==> src/rtl/htfc_pkg.sv <==
// Package for the humidity/temperature frame checker: frame constants,
// byte-wide reflected CRC-16 update, divide-by-ten and shared structs.
// No dependencies.
package htfc_pkg;

	localparam logic [3:0]  IDX_FIRST   = 4'd0;
	localparam logic [3:0]  IDX_HUM_HI  = 4'd2;
	localparam logic [3:0]  IDX_CRC_BEG = 4'd5;
	localparam logic [3:0]  IDX_CRC_LO  = 4'd6;
	localparam logic [3:0]  IDX_CRC_HI  = 4'd7;
	localparam logic [3:0]  IDX_IDLE    = 4'd8;
	localparam int          FRAME_REGS  = 5;
	localparam logic [15:0] CRC_INIT    = 16'hFFFF;
	localparam logic [15:0] CRC_POLY    = 16'hA001;
	localparam logic [15:0] DIV10_RECIP = 16'hCCCD;

	typedef struct packed {
		logic [7:0] hum_hi;
		logic [7:0] hum_lo;
		logic [7:0] tmp_hi;
		logic [7:0] tmp_lo;
	} frame_t;

	typedef struct packed {
		logic [12:0]        humidity;
		logic signed [12:0] temperature;
	} meas_t;

	function automatic logic [15:0] crc_update(input logic [15:0] crc, input logic [7:0] b);
		logic [15:0] c;
		c = crc ^ {8'h00, b};
		for (int k = 0; k < 8; k++) begin
			if (c[0]) begin
				c = (c >> 1) ^ CRC_POLY;
			end else begin
				c = c >> 1;
			end
		end
		return c;
	endfunction

	// floor(x / 10) for any 16-bit x by reciprocal multiply
	function automatic logic [12:0] div10(input logic [15:0] x);
		logic [31:0] p;
		p = 32'(x) * 32'(DIV10_RECIP);
		return p[31:19];
	endfunction

endpackage

==> src/rtl/htfc_in_if.sv <==
// Request channel into the frame checker: one received sensor byte per request.
// Depends on nothing.
interface htfc_in_if;
	logic       valid;
	logic       ready;
	logic [7:0] rx_byte;
	logic       frame_start;

	modport source (output valid, rx_byte, frame_start, input ready);
	modport sink   (input valid, rx_byte, frame_start, output ready);
endinterface

==> src/rtl/htfc_out_if.sv <==
// Result channel of the frame checker: decoded humidity, temperature, CRC status.
// Depends on nothing.
interface htfc_out_if;
	logic               valid;
	logic               ready;
	logic [12:0]        humidity;
	logic signed [12:0] temperature;
	logic               crc_ok;

	modport source (output valid, humidity, temperature, crc_ok, input ready);
	modport sink   (input valid, humidity, temperature, crc_ok, output ready);
endinterface

==> src/rtl/htfc_decode.sv <==
// Measurement decode: humidity word and signed temperature, each divided by ten.
// Depends on htfc_pkg.
module htfc_decode
	import htfc_pkg::*;
(
	input  frame_t frame,
	output meas_t  meas
);

	logic [15:0] hum_word;
	logic [15:0] tmp_mag;
	logic [12:0] tmp_div;

	assign hum_word = {frame.hum_hi, frame.hum_lo};
	assign tmp_mag  = {1'b0, frame.tmp_hi[6:0], frame.tmp_lo};
	assign tmp_div  = div10(tmp_mag);

	always_comb begin
		meas.humidity = div10(hum_word);
		if (frame.tmp_hi[7]) begin
			meas.temperature = $signed(13'd0 - tmp_div);
		end else begin
			meas.temperature = $signed(tmp_div);
		end
	end

endmodule

==> src/rtl/humidity_temp_frame_checker_unit.sv <==
// A request passes stage s1, then the result register; a result is produced on the frame's eighth byte.
// Throughput: one byte per cycle; stalls only while a result waits at the output.
// Stage s1 holds the request; CRC, frame capture and decode run from s1 into
// the result register. arst_n clears control state, CRC to 0xFFFF, index to idle
// and the held measurements to zero.
module humidity_temp_frame_checker_unit
	import htfc_pkg::*;
(
	input  logic       clk,
	input  logic       arst_n,
	htfc_in_if.sink    rx,
	htfc_out_if.source res
);

	logic        valid_s1;
	logic [7:0]  byte_s1;
	logic        start_s1;
	logic [3:0]  index_q;
	logic [15:0] crc_q;
	logic [7:0]  frame_q [FRAME_REGS];
	logic [12:0] last_hum_q;
	logic [12:0] last_tmp_q;
	logic        out_valid_q;
	logic [12:0] out_hum_q;
	logic [12:0] out_tmp_q;
	logic        out_ok_q;

	logic [3:0]  idx;
	logic [15:0] crc_base;
	logic        is_result;
	logic        advance;
	logic        crc_match;
	logic [2:0]  slot;
	frame_t      frame;
	meas_t       meas;

	assign idx       = start_s1 ? IDX_FIRST : index_q;
	assign crc_base  = start_s1 ? CRC_INIT : crc_q;
	assign is_result = (idx == IDX_CRC_HI);
	assign advance   = valid_s1 && (!is_result || !out_valid_q || res.ready);
	assign rx.ready  = !valid_s1 || advance;
	assign crc_match = ({byte_s1, frame_q[4]} == crc_q);
	assign slot      = idx[2:0] - IDX_HUM_HI[2:0];

	assign frame.hum_hi = frame_q[0];
	assign frame.hum_lo = frame_q[1];
	assign frame.tmp_hi = frame_q[2];
	assign frame.tmp_lo = frame_q[3];

	htfc_decode u_decode (
		.frame (frame),
		.meas  (meas)
	);

	always_ff @(posedge clk or negedge arst_n) begin
		if (!arst_n) begin
			valid_s1 <= 1'b0;
		end else if (rx.ready) begin
			valid_s1 <= rx.valid;
		end
	end

	always_ff @(posedge clk) begin
		if (rx.ready && rx.valid) begin
			byte_s1  <= rx.rx_byte;
			start_s1 <= rx.frame_start;
		end
	end

	always_ff @(posedge clk or negedge arst_n) begin
		if (!arst_n) begin
			index_q    <= IDX_IDLE;
			crc_q      <= CRC_INIT;
			last_hum_q <= '0;
			last_tmp_q <= '0;
		end else if (advance && idx < IDX_IDLE) begin
			if (idx <= IDX_CRC_BEG) begin
				crc_q <= crc_update(crc_base, byte_s1);
			end
			if (is_result) begin
				index_q <= IDX_IDLE;
				crc_q   <= CRC_INIT;
				if (crc_match) begin
					last_hum_q <= meas.humidity;
					last_tmp_q <= meas.temperature;
				end
			end else begin
				index_q <= idx + 4'd1;
			end
		end
	end

	always_ff @(posedge clk) begin
		if (advance && idx >= IDX_HUM_HI && idx <= IDX_CRC_LO) begin
			frame_q[slot] <= byte_s1;
		end
	end

	always_ff @(posedge clk or negedge arst_n) begin
		if (!arst_n) begin
			out_valid_q <= 1'b0;
		end else if (advance && is_result) begin
			out_valid_q <= 1'b1;
		end else if (res.ready) begin
			out_valid_q <= 1'b0;
		end
	end

	always_ff @(posedge clk) begin
		if (advance && is_result) begin
			out_ok_q <= crc_match;
			if (crc_match) begin
				out_hum_q <= meas.humidity;
				out_tmp_q <= meas.temperature;
			end else begin
				out_hum_q <= last_hum_q;
				out_tmp_q <= last_tmp_q;
			end
		end
	end

	assign res.valid       = out_valid_q;
	assign res.humidity    = out_hum_q;
	assign res.temperature = $signed(out_tmp_q);
	assign res.crc_ok      = out_ok_q;

`ifndef ASSERT_OFF
	a_index_range: assert property (@(posedge clk) disable iff (!arst_n)
		index_q <= IDX_IDLE)
		else $error("frame index out of range");

	a_idle_after_result: assert property (@(posedge clk) disable iff (!arst_n)
		advance && is_result |=> index_q == IDX_IDLE && crc_q == CRC_INIT)
		else $error("frame not closed after result");

	a_good_matches_held: assert property (@(posedge clk) disable iff (!arst_n)
		out_valid_q && out_ok_q |-> out_hum_q == last_hum_q && out_tmp_q == last_tmp_q)
		else $error("good result differs from held measurement");

	a_stall_cause: assert property (@(posedge clk) disable iff (!arst_n)
		!rx.ready |-> valid_s1 && is_result && out_valid_q)
		else $error("request stalled without a pending result");
`endif

endmodule
==> src/flat_wrapper.sv <==
// flat-port wrapper written by rule: the top's interface ports become plain ports
module humidity_temp_frame_checker_unit_flat import htfc_pkg::*;
  (clk, arst_n, rx_valid, rx_rx_byte, rx_frame_start, rx_ready, res_valid, res_humidity, res_temperature, res_crc_ok, res_ready);
  htfc_in_if rx_i ();
  htfc_out_if res_i ();
  input  logic clk;
  input  logic arst_n;
  input wire logic [$bits(rx_i.valid)-1:0] rx_valid;
  input wire logic [$bits(rx_i.rx_byte)-1:0] rx_rx_byte;
  input wire logic [$bits(rx_i.frame_start)-1:0] rx_frame_start;
  output wire logic [$bits(rx_i.ready)-1:0] rx_ready;
  output wire logic [$bits(res_i.valid)-1:0] res_valid;
  output wire logic [$bits(res_i.humidity)-1:0] res_humidity;
  output wire logic [$bits(res_i.temperature)-1:0] res_temperature;
  output wire logic [$bits(res_i.crc_ok)-1:0] res_crc_ok;
  input wire logic [$bits(res_i.ready)-1:0] res_ready;
  assign rx_i.valid = rx_valid;
  assign rx_i.rx_byte = rx_rx_byte;
  assign rx_i.frame_start = rx_frame_start;
  assign rx_ready = rx_i.ready;
  assign res_valid = res_i.valid;
  assign res_humidity = res_i.humidity;
  assign res_temperature = res_i.temperature;
  assign res_crc_ok = res_i.crc_ok;
  assign res_i.ready = res_ready;
  humidity_temp_frame_checker_unit u_core (.clk(clk), .arst_n(arst_n), .rx(rx_i), .res(res_i));
endmodule
==> config.mk <==
export PLATFORM = sky130hd
export DESIGN_NAME = humidity_temp_frame_checker_unit_flat
export DESIGN_NICKNAME = d
export VERILOG_FILES = /design/src/rtl/htfc_pkg.sv /design/src/rtl/htfc_in_if.sv /design/src/rtl/htfc_out_if.sv /design/src/rtl/htfc_decode.sv /design/src/rtl/humidity_temp_frame_checker_unit.sv /design/src/flat_wrapper.sv
export SDC_FILE = /design/constraint.sdc
export NUM_CORES = 1
export LEC_CHECK = 0
export BUFFER_PORTS_ARGS = -buffer_cell sky130_fd_sc_hd__buf_4
export CORE_MARGIN = 4
export CORE_UTILIZATION = 59
export CTS_CLUSTER_SIZE = 28
export DETAILED_ROUTE_END_ITERATION = 16
export PLACE_DENSITY = 0.79
export SLEW_MARGIN = 20
export SYNTH_ARGS = -nofsm -noshare
export SYNTH_HDL_FRONTEND = slang
export SYNTH_SLANG_ARGS = --single-unit
==> constraint.sdc <==
create_clock -name clk -period 6.67 [get_ports clk]
set_clock_uncertainty 0.2 [all_clocks]
set_input_delay 0.667 -clock clk [delete_from_list [all_inputs] [get_ports clk]]
set_output_delay 0.667 -clock clk [all_outputs]
set_load 0.02 [all_outputs]
* Yosys cells after proc, flatten, opt, wreduce, memory -nomap -nowiden
Memories as Yosys holds them, arrays and structs flattened.
Cells that the tools add are included.
Widths: inputs -> output; s select.
** Storage, ports and cells
- Logic and storage cells :: 82
- Memories :: 1
- Bits in read-only memories :: 0
- Memory bits (writable) :: 40
- Flip-flop bits (word level) :: 84
- Output and inout port bits :: 29
- Input bits :: 13
- Bits in latches :: 0
** Memories
- u_core.frame_q :: words 5, width 8, rd ports 5, clocked after Yosys merged registers in 0, write ports 1, RTL line humidity_temp_frame_checker_unit.sv:20 : logic [7:0] frame_q [FRAME_REGS];
** Operators by class
- Equality and inequality tests :: 2
- Bitwise operators :: 9
- Divide/modulo/power cells :: 0
- Add/subtract/negate cells :: 3
- Shifts and indexed selects :: 0
- Muxes and demuxes :: 34
- Reduce and logical (&&, ||, !) cells :: 16
- Magnitude comparators :: 4
- Multipliers :: 2
** Operator list (count)
- $mux 16 :: 25
- $mux 13 :: 3
- $mul 16x16->32 const B :: 1
- $mul 15x16->31 const B :: 1
- $not 2->3 :: 8
- $eq 16x16->1 :: 1
- $xor 16x8->16 :: 1
- $sub 1x13->13 const A :: 1
- $le 4x3->1 const B :: 2
- $mux 4 :: 2
- $logic_and 1x1->1 :: 6
- $add 4x1->4 const B :: 1
- $eq 4x3->1 const B :: 1
- $ge 4x2->1 const B :: 1
- $lt 4x4->1 const B :: 1
- $mux 1 :: 4
- $reduce_and 2->1 :: 2
- $reduce_bool 2->1 :: 2
- $logic_not 1->1 :: 3
- $logic_or 1x1->1 :: 3
- $sub 3x2->3 const B :: 1

* Longest topological paths before layout
Gate-level depths: netlist (run 1).
- Depth in word-level cells :: 36
- Gate-level depth with buffers :: 25
- Depth with buffers taken out :: 25

* Cells and area by module
Synthesis (run 1) repeated with hierarchy kept, for this count alone.
** Unflattened totals
- Cells, all modules :: 1184
- Area total of the unflattened synthesis :: 13415.4 um^2
** By module, submodules not included
- htfc_decode :: area an instance 8279.2 um^2, seq. area each 0.0 um^2, times used 1, cells each 848
- humidity_temp_frame_checker_unit :: area an instance 5136.2 um^2, seq. area each 3504.6 um^2, times used 1, cells each 336

* Least setup slack after synthesis (run 1)
No wires, ideal clock.
- Path kind :: flip-flop to flip-flop
- Start :: mem u_core.frame_q[2][1]
- End :: reg u_core.out_tmp_q[8], in the netlist u_core.res.temperature[8], data pin
- Period minus slack after synthesis :: 6.218 ns
- Data required time :: 6.210 ns
- Setup time :: 0.260 ns
- Stages on the path, launching flop included :: 25
- Data arrival time :: 5.759 ns
- Setup slack :: 0.452 ns
- Buffers on the path :: 0
- Cells stage by stage :: edfxtp_1 -> ha_1 -> inv_1 -> fa_1 -> fa_1 -> inv_1 -> ha_1 -> a21o_1 -> fa_1 -> inv_1 -> fa_1 -> inv_1 -> ha_1 -> and4_1 -> and3_1 -> o311ai_0 -> o211ai_1 -> xor2_1 -> inv_1 -> ha_1 -> and3b_2 -> nand4_2 -> nand2_1 -> xnor2_1 -> mux2_2
** RTL lines
- start: declaration :: RTL line humidity_temp_frame_checker_unit.sv:20
- end signal: assignment :: RTL line humidity_temp_frame_checker_unit.sv:114 : out_tmp_q <= meas.temperature;
- end signal: assignment :: RTL line humidity_temp_frame_checker_unit.sv:117 : out_tmp_q <= last_tmp_q;
- end: declaration :: RTL line humidity_temp_frame_checker_unit.sv:25 : logic [12:0] out_tmp_q;

==> flow_summary_export.csv, run 1 <==
group,metric,value,unit
floorplan,dieWidth,159,um
final_layout,layout.nets,1705,
timing,tightest_slew,1.08,ns
final_layout,fin_area,14900,um2
timing,fin_ws,0.188,ns
synth,synth_top_area_cell,"ha_1",
synth,yosys_warnings,0,
timing,timing.fmax,0.154,GHz
drt,vias_per_cell,5.61,
final_layout,drive_above_1_share,13.3,%
global_route,gr-usage-met1,29.5,%
drt,ant_nets,0,
global_route,global_route.overflow_total,0,
final_layout,n_antenna_cell,0,
drt,wl,27700,um
placement,dp_slack,-0.0378,ns
run_status,outcome,"completed",
synth,yosysMostFrequentCell,"ha_1",
setup_path,cp.arrival,6.45,ns
timing,max_slew_margin,27.3,%
synth,ys.flop_type,"edfxtp_1",
floorplan,fp-row-count,55,
synth,syn_area,13500,um2
drt,drtIter0Drc,535,
cts,numCtsBuffers,17,
cts,clk_latency,0.42,ns
cts,clock_sinks,124,
global_route,grt_pass1_wl,46400,um
cts,root_buffer,"clkbuf_16",
placement,port-buffer-count,41,
final_layout,area_delta_synth_final,10.6,%
timing,hold_violations,0,
synth,netlist.area_leader.share,23.1,%
timing,setup_viol,0,
global_route,grt_usage,22.6,%
synth,syn_inst,1244,
cts,htreeDepth,4,
synth,ys_seq_area_share,26.0,%
setup_path,crit_path_top_delay_cell,"fa_1",
timing,drv_slew,0,
run,cap_violations,0,
floorplan,die_h,159,um
placement,place_hpwl,22300,um
cts,cts_tree,"done",
cts,ctsHoldBuffers,0,
synth,synth_cell_types,71,
timing,hold_slack,0.0756,ns
synth,async_reset_ff_share,38.7,%
drt,route.vias.total,9012,
setup_path,worstPathRequired,6.64,ns
timing,final.min_clock_period,6.48,ns
placement,dpl_cell_area,14100,um2
synth,yosys-top-cells-area,"ha_1, fa_1, edfxtp_1",
floorplan,core_area,22600,um2
setup_path,crit_chain,"inv_1, ha_1, fa_2, fa_1, inv_1, ha_1, a21o_1, fa_1, inv_1, fa_1, inv_1, ha_4, and4_4, and3_4, o311ai_2, o211ai_1, xor2_1, inv_1, ha_1, and3b_2, nand4_4, nand2_2, xnor2_2, mux2_2",
drt,drt-pass1-iter-count,5,
synth,syn_area_per_cell,10.8,um2
timing,fin_crit_sh,97.2,%
placement,gp_congestion,0.910,
synth,syn_nets,1642,
power_and_ir_drop,ir_worst_vdd,0.000203,V
setup_path,crit_top_cell,"inv_1",
drt,drc,0,
drt,wire_per_inst,17.2,um
setup_path,cp_max_fo,5,
setup_path,cp-start-kind,"flop",
setup_path,slowest_delay,0.54,ns
cts,cts_buffer_depth,2,
global_route,use_met3,4.89,%
global_route,grt_pass1_vias,9564,
power_and_ir_drop,power.leakage,7.29,nW
hold_path,hold_path_class,"in -> async",
power_and_ir_drop,p_per_area,189,nW/um2
floorplan,ioPinCount,42,
synth,netlist_top_cells_count,"ha_1, inv_1, fa_1",
cts,clkTransAtPathRegs,0.06,ns
setup_path,crit_type,"reg -> reg",
setup_path,end_kind,"flop",
floorplan,start_util,59.6,%
global_route,antenna_found_initial,0,
floorplan,die_area,25300,um2
synth,synth_enable_flop_cells,76,
synth,synth_seq_cells,124,
global_route,grt_max_degree,49,
global_route,top_usage_layer,"met2",
global_route,met2_usage,37.8,%
[registers in the layout, indices dropped and copies added (netlist names)]
register                flops
u_core.byte_s1              8
u_core.crc_q               16
u_core.frame_q             40
u_core.index_q              4
u_core.last_hum_q          13
u_core.last_tmp_q          13
u_core.res.crc_ok           1
u_core.res.humidity        13
u_core.res.temperature     13
u_core.res.valid            1
u_core.start_s1             1
u_core.valid_s1             1
[final timing paths]
| check | end | depth (start not counted) | slack, ns | from |
|---|---|---|---|---|
| max in group asynchronous | u_core.last_hum_q[12]$_DFFE_PN0P_ | 1 | 5.73 | arst_n |
| worst min-delay path | u_core.res.valid$_DFFE_PN0P_ | 1 | 0.08 | arst_n |
| worst max register to register | u_core.res.temperature[8]$_DFFE_PP_ | 24 | 0.19 | u_core.frame_q[2][5]$_DFFE_PP_ |
| min in group clk | u_core.byte_s1[4]$_DFFE_PP_ | 1 | 0.22 | rx_rx_byte[4] |
| worst min register to register | u_core.last_tmp_q[0]$_DFFE_PN0P_ | 2 | 0.28 | u_core.last_tmp_q[0]$_DFFE_PN0P_ |
| worst max-delay path | u_core.res.temperature[8]$_DFFE_PP_ | 24 | 0.19 | u_core.frame_q[2][5]$_DFFE_PP_ |
[per-stage QoR]
stage                     setup TNS, ns  total power, mW  utilization, %  cells
after floorplan                       0             1.72               -   1244
after global placement                0             1.91            62.4   1557
after detailed placement        -0.0378             1.94            62.4   1557
after CTS                             0             2.81            64.9   1590
after global routing             -0.236             3.00            66.0   1605
final                                 0             2.82            66.0   1605
[cell usage in the layout (no fill, tap or decap), drive strengths merged, types with 3 or more instances in the layout]
cell,synthesis,final
ha,248,248
inv,239,244
fa,137,137
nand2,78,78
edfxtp,76,76
buf,1,62
o21ai,53,53
nor2,49,49
xor2,46,46
xnor2,44,44
a21oi,33,33
dfrtp,31,31
clkbuf,17,21
mux2,20,20
a21o,18,18
dfstp,17,17
nor3,17,17
nand3,14,14
a31oi,13,13
o211ai,11,11
nand2b,8,8
nand4,8,8
nor4,7,7
a211oi,6,6
clkinv,0,6
nor2b,5,5
o21a,4,4
o31ai,4,4
and3,4,4
and2,3,3
or3,3,3
[kinds of logic after synthesis]
kind of cell,synth area share [%]
fa+ha+maj,43.4
buf+inv,7.36
simple gates,7.38
compound gates,8.09
flops,26.0
xor+xnor,5.97
mux,1.75
[critical path, delay by kind of cell, from the launching register on]
family                     cells  cell delay (ns)
AOI/OAI and AO/OA              3             0.51
xor gates and xnor gates       2             0.42
muxes                          1             0.27
adders and majority gates      8             3.19
buffers and inverters          5             0.33
DFF                            1             0.43
and+or+nand+nor                5             0.87
[final cells by class]
class                           count  area, um2
Sequential cell                   124       3500
Timing Repair Buffer               62        465
Inverter                          239        897
Fill cell                        1668       7680
Multi-Input combinational cell    863       9100
Tap cell                          285        357
Clock buffer                       21        482
Clock inverter                     11       80.1
[timing repair]
action,4_1_cts,5_1_grt
resized for setup,1,14
pin swaps,3,5
setup endpoints to repair,1,16
setup buffers,1,15
[where the power goes]
| group | switching (mW) | internal (mW) | total (mW) |
|---|---|---|---|
| sequential | 0.0813 | 0.897 | 0.978 |
| clock | 0.342 | 0.520 | 0.862 |
| combinational | 0.541 | 0.437 | 0.979 |
[metal layers]
| metal | routed length (um) | vias to the layer above |
|---|---|---|
| met5 | 0 | - |
| met4 | 554 | 0 |
| met3 | 1580 | 48 |
| met2 | 13700 | 273 |
| met1 | 11900 | 4395 |
| li1 | - | 4296 |
Note: power is estimated with default switching activity, not from simulation.
==> run 2, diff against run 1 <==
PLACE_DENSITY = default   (was 0.79)
PLACE_DENSITY_LB_ADDON = 0.1   (was default)
==> run 2 against run 1 <==
Against the previous run: die area stayed put; power is 0.83% higher; critical path type unchanged; non-clock buffer count is 2 higher; largest cell class unchanged; cell count is 0.12% higher; via count is 1.5% lower.
==> flow_summary_export.csv, run 2 (synthesis results as in run 1) <==
group,metric,value,unit
cts,numCtsBuffers,17,
final_layout,regMostFlops,"u_core.frame_q",
setup_path,crit_top_cell,"inv_1",
run_status,outcome,"completed",
placement,dpl_cell_area,14100,um2
timing,drv_slew,0,
setup_path,crit_path_top_delay_cell,"fa_2",
timing,fin_crit_sh,97.0,%
setup_path,crit_type,"reg -> reg",
timing,final.min_clock_period,6.47,ns
final_layout,nFillCells,1800,
floorplan,core_area,22600,um2
setup_path,critPathTopFamily,"adder cells",
drt,ant_nets,0,
cts,root_buffer,"clkbuf_16",
power_and_ir_drop,power.leakage,7.27,nW
global_route,top_usage_layer,"met2",
final_layout,seq_area,3500,um2
global_route,gr-usage-met1,32.9,%
final_layout,fin_area,14900,um2
cts,cts_tree,"done",
global_route,antenna_found_initial,0,
timing,hold_slack,0.111,ns
floorplan,fp-row-count,55,
global_route,use_met3,4.25,%
final_layout,mostFrequentLayoutCell,"ha_1",
cts,clk_latency,0.41,ns
timing,tightest_slew,0.703,ns
setup_path,slowest_delay,0.57,ns
drt,drc,0,
global_route,grt_max_degree,49,
final_layout,multi_input_area,9120,um2
cts,ctsHoldBuffers,0,
final_layout,drive_above_1_share,13.6,%
timing,hold_violations,0,
global_route,grt_pass1_vias,9156,
timing,fin_ws,0.201,ns
setup_path,cp.arrival,6.44,ns
final_layout,n_antenna_cell,0,
drt,drt-pass1-iter-count,5,
final_layout,area_delta_synth_final,10.9,%
floorplan,die_h,159,um
global_route,grt_usage,22.9,%
drt,vias_per_cell,5.52,
setup_path,cp_max_fo,5,
timing,timing.fmax,0.155,GHz
final_layout,most-common-layout-cells,"ha_1, inv_1, fa_1",
cts,clkTransAtPathRegs,0.06,ns
placement,port-buffer-count,41,
global_route,grt_pass1_wl,46900,um
drt,drtIter0Drc,420,
power_and_ir_drop,p_per_area,190,nW/um2
timing,max_slew_margin,53.1,%
placement,place_hpwl,22500,um
setup_path,reg2regPathDepth,24,
final_layout,utilization,66.2,%
floorplan,die_area,25300,um2
floorplan,dieWidth,159,um
timing,setup_viol,0,
power_and_ir_drop,ir_worst_vdd,0.000230,V
final_layout,largest_register_ffs,40,
setup_path,crit_cells,24,
global_route,met2_usage,36.7,%
cts,htreeDepth,4,
drt,wl,27900,um
floorplan,start_util,59.6,%
placement,dp_slack,0.0922,ns
hold_path,hold_path_class,"in -> async",
setup_path,cp.buffers_inverters,5,
drt,route.vias.total,8876,
placement,gp_congestion,0.897,
drt,wire_per_inst,17.3,um
setup_path,end_kind,"flop",
final_layout,layout.nets,1707,
setup_path,worstPathRequired,6.64,ns
global_route,global_route.overflow_total,0,
setup_path,crit_chain,"ha_4, inv_1, fa_2, fa_2, inv_1, ha_4, a21o_1, fa_1, inv_1, fa_1, inv_1, ha_4, and4_4, and3_4, o311ai_0, o211ai_1, xor2_1, inv_1, ha_1, and3b_2, nand4_4, nand2_2, xnor2_2, mux2_2",
cts,cts_buffer_depth,2,
setup_path,cp-start-kind,"flop",
run,cap_violations,0,
floorplan,ioPinCount,42,
final_layout,reg.largest.list,"u_core.frame_q (40), u_core.crc_q (16)",
cts,clock_sinks,124,
==> run 2: metrics by stage <==
step / total power [mW] / setup TNS [ns] / std cells
6_report: 2.84 / 0 / 1607
5_1_grt: 3.05 / -0.0788 / 1607
2_1_floorplan: 1.72 / 0 / 1244
3_5_place_dp: 1.94 / 0 / 1563
4_1_cts: 2.85 / 0 / 1595
3_3_place_gp: 1.92 / 0 / 1563
==> run 2: where the power goes <==
group	switching, mW	total (mW)	leakage, nW	internal [mW]
sequential	0.0799	0.976	1.24	0.896
clock	0.351	0.899	0.270	0.548
combinational	0.531	0.966	5.75	0.435
==> run 2: final cells by class <==
cell class | instances | share of cell area (%)
inverters | 239 | 6.01
repair buffers | 64 | 3.22
multi-input cells | 863 | 61.1
flip-flops and latches | 124 | 23.5
clock inverters | 10 | 0.695
well taps | 285 | 2.39
clock buffers | 22 | 3.17
==> run 2: repair_timing <==
item,in CTS,in global routing
setup endpoints to repair,0,14
gates resized for setup,0,16
setup buffers,0,12
==> run 2: metal layers <==
metal  vias to the layer above  part of all wire (%)
li1                       4293                     -
met1                      4392                    47
met2                       169                    48
met3                        22                   3.7
met4                         0                   1.2
met5                         -                     0
==> run 2: path summary, 6_finish.rpt <==
check | startpoint | slack, ns | to
max | u_core.frame_q[2][2]$_DFFE_PP_ | 0.20 | u_core.res.temperature[8]$_DFFE_PP_
min | arst_n | 0.11 | u_core.last_tmp_q[1]$_DFFE_PN0P_
max reg2reg | u_core.frame_q[2][2]$_DFFE_PP_ | 0.20 | u_core.res.temperature[8]$_DFFE_PP_
min reg2reg | u_core.last_hum_q[10]$_DFFE_PN0P_ | 0.28 | u_core.last_hum_q[10]$_DFFE_PN0P_
max in group asynchronous | arst_n | 5.69 | u_core.last_hum_q[3]$_DFFE_PN0P_
min in group clk | rx_rx_byte[0] | 0.23 | u_core.byte_s1[0]$_DFFE_PP_
==> run 3, diff against run 2 <==
CORE_UTILIZATION = 60   (was 59)
CTS_BUF_LIST = sky130_fd_sc_hd__clkbuf_4 sky130_fd_sc_hd__clkbuf_8   (was default)
==> run 3 against run 2 <==
Against the previous run: clock power is 18% lower; sequential cell count is the same; register-to-register slack hardly changed; utilization increased by 0.86 points; maximum frequency is 0.13% higher; sequential share of layout area is 0.35 points higher; critical path depth is 2 lower; count of clock-buffer cells in the layout down 5; final area down 1.5%; critical path type unchanged; first-iteration DRC count increased by 2.4%; global-route usage rose by 0.30 points; sequential power is essentially flat.
==> flow_summary_export.csv, run 3 (synthesis results as in run 1) <==
group,metric,value,unit
drt,drc,0,
global_route,grt_max_degree,49,
power_and_ir_drop,p_comb_share,36.0,%
setup_path,reg2regPathDepth,22,
floorplan,fp-row-count,54,
placement,dp_slack,0.0110,ns
final_layout,n_antenna_cell,0,
setup_path,rrSetupSlack,0.21,ns
timing,drv_slew,0,
drt,drtIter0Drc,430,
timing,fin_ws,0.209,ns
floorplan,die_h,158,um
drt,route.vias.total,8789,
cts,cts_tree,"done",
drt,vias_per_cell,5.50,
floorplan,start_util,61.3,%
placement,gp_congestion,0.933,
cts,clkTransAtPathRegs,0.08,ns
drt,drt-pass1-iter-count,5,
timing,final.min_clock_period,6.46,ns
global_route,grt_pass1_vias,9059,
final_layout,nFillCells,1723,
run,cap_violations,0,
final_layout,layout.nets,1703,
setup_path,reg2reg_to,"u_core.res.temperature[8]$_DFFE_PP_",
cts,cts_buffer_depth,2,
setup_path,worstPathRequired,6.68,ns
power_and_ir_drop,p_switching,0.955,mW
final_layout,mostFrequentLayoutCell,"ha_1",
setup_path,cp_max_fo,5,
timing,setup_viol,0,
setup_path,cp.arrival,6.47,ns
cts,ctsHoldBuffers,0,
placement,dp_cells,1557,
timing,tightest_slew,0.720,ns
timing,hold_violations,0,
placement,port-buffer-count,41,
run_status,outcome,"completed",
global_route,grt_pass1_wl,45300,um
drt,ant_nets,0,
power_and_ir_drop,power.leakage,7.23,nW
floorplan,dieWidth,158,um
final_layout,largest_register_ffs,40,
timing,fin_crit_sh,96.9,%
cts,htreeDepth,4,
drt,wl,26900,um
cts,clk_latency,0.46,ns
final_layout,reg.largest.list,"u_core.frame_q (40), u_core.crc_q (16)",
final_layout,layoutNonFillerInstCount,1598,
floorplan,core_area,22000,um2
global_route,global_route.overflow_total,0,
placement,dpl_cell_area,14100,um2
global_route,grt_usage,23.2,%
setup_path,crit_type,"reg -> reg",
final_layout,regMostFlops,"u_core.frame_q",
power_and_ir_drop,pwr-share-seq,36.5,%
power_and_ir_drop,p_per_area,181,nW/um2
final_layout,most-common-layout-cells,"ha_1, inv_1, fa_1",
power_and_ir_drop,p_int,1.71,mW
timing,max_slew_margin,51.8,%
floorplan,die_area,24900,um2
global_route,antenna_found_initial,0,
power_and_ir_drop,p_clk_share,27.5,%
final_layout,drive_above_1_share,13.1,%
setup_path,end_kind,"flop",
placement,place_hpwl,21900,um
setup_path,worst_r2r_startpoint,"u_core.frame_q[2][2]$_DFFE_PP_",
cts,numCtsBuffers,17,
final_layout,fin_area,14700,um2
setup_path,cp-start-kind,"flop",
final_layout,area_delta_synth_final,9.33,%
drt,wire_per_inst,16.9,um
timing,timing.fmax,0.155,GHz
power_and_ir_drop,ir_worst_vdd,0.000217,V
cts,root_buffer,"clkbuf_8",
hold_path,hold_path_class,"in -> async",
timing,rsz0062_at_grt,"yes",
power_and_ir_drop,swShare,35.8,%
cts,clock_sinks,124,
floorplan,ioPinCount,42,
-- run 3: changes by cell type in the layout (fill, tap and decap cells not counted), moves of 2 or more --
| cell | before | now |
|---|---|---|
| bufinv_16 | 1 | 3 |
| buf_4 | 64 | 60 |
| inv_8 | 0 | 2 |
| clkinv_4 | 1 | 3 |
| ha_1 | 241 | 245 |
| clkbuf_1 | 2 | 0 |
| clkbuf_16 | 17 | 0 |
| ha_4 | 7 | 3 |
| clkinvlp_4 | 4 | 0 |
| clkbuf_8 | 3 | 17 |
-- run 3: power by group through the flow --
stage	logic (mW)	registers [mW]	clock network, mW
floorplan	0.763	0.956	0
global placement	0.930	0.986	0
detailed placement	0.945	0.988	0
CTS	0.956	0.971	0.746
global route	1.11	0.982	0.787
finish	0.961	0.974	0.733
-- run 3: stage by stage --
stage | util [%] | power [mW] | hold slack (ns) | setup TNS [ns]
6_report | 67.0 | 2.67 | 0.0688 | 0
4_1_cts | 66.2 | 2.67 | 0.0834 | 0
5_1_grt | 67.0 | 2.88 | 0.0984 | -0.141
3_3_place_gp | 64.2 | 1.92 | 0.258 | 0
3_5_place_dp | 64.2 | 1.93 | 0.272 | 0
2_1_floorplan | - | 1.72 | 0.171 | 0
-- run 3: per-layer routing --
metal / routed length [um] / part of all wire [%] / up-vias / track usage, %
met5: 0 / 0 / - / 0
met4: 534 / 2.0 / 0 / 5.65
met3: 1110 / 4.1 / 36 / 4.18
met2: 12300 / 46 / 169 / 36.1
met1: 13000 / 48 / 4309 / 34.0
li1: - / - / 4275 / -
-- run 3: area by class of cell --
cell class	instances	area (um2)	share of cell area [%]
sequential	124	3500	23.8
clock buffer	17	234	1.59
clock inverter	15	204	1.39
tap	280	350	2.38
timing repair buffer	60	450	3.06
multi-input combinational	863	9080	61.7
inverter	239	897	6.10
-- run 3: worst max-delay path by stage --
stage,from,endpoint,cells after the start
6_report,u_core.frame_q[2][2]$_DFFE_PP_,u_core.res.temperature[8]$_DFFE_PP_,22
4_1_cts,u_core.frame_q[2][5]$_DFFE_PP_,u_core.res.temperature[8]$_DFFE_PP_,24
3_3_place_gp,u_core.frame_q[2][5]$_DFFE_PP_,u_core.res.temperature[8]$_DFFE_PP_,24
5_1_grt,u_core.frame_q[2][2]$_DFFE_PP_,u_core.res.temperature[8]$_DFFE_PP_,22
3_5_place_dp,u_core.frame_q[2][5]$_DFFE_PP_,u_core.res.temperature[8]$_DFFE_PP_,24
2_1_floorplan,u_core.frame_q[2][1]$_DFFE_PP_,u_core.res.temperature[8]$_DFFE_PP_,24
-- run 3: repair_timing --
action,in CTS,in global routing
setup buffers,0,9
gates resized for setup,1,12
endpoints found under the setup margin,1,20
pin swaps,0,5
-- run 3: critical path, stage by stage (launching register included) --
cell      delay (ns)
edfxtp_1        0.48
ha_4            0.31
inv_1           0.05
fa_2            0.52
fa_2            0.59
inv_1           0.06
ha_4            0.27
xor2_1          0.25
fa_1            0.47
fa_1            0.49
ha_1            0.36
and4_4          0.25
and3_4          0.20
o311ai_1        0.10
o211ai_1        0.24
xor2_1          0.23
inv_1           0.09
ha_1            0.20
and3b_2         0.24
nand4_4         0.11
nand2_2         0.08
xnor2_2         0.16
mux2_2          0.27
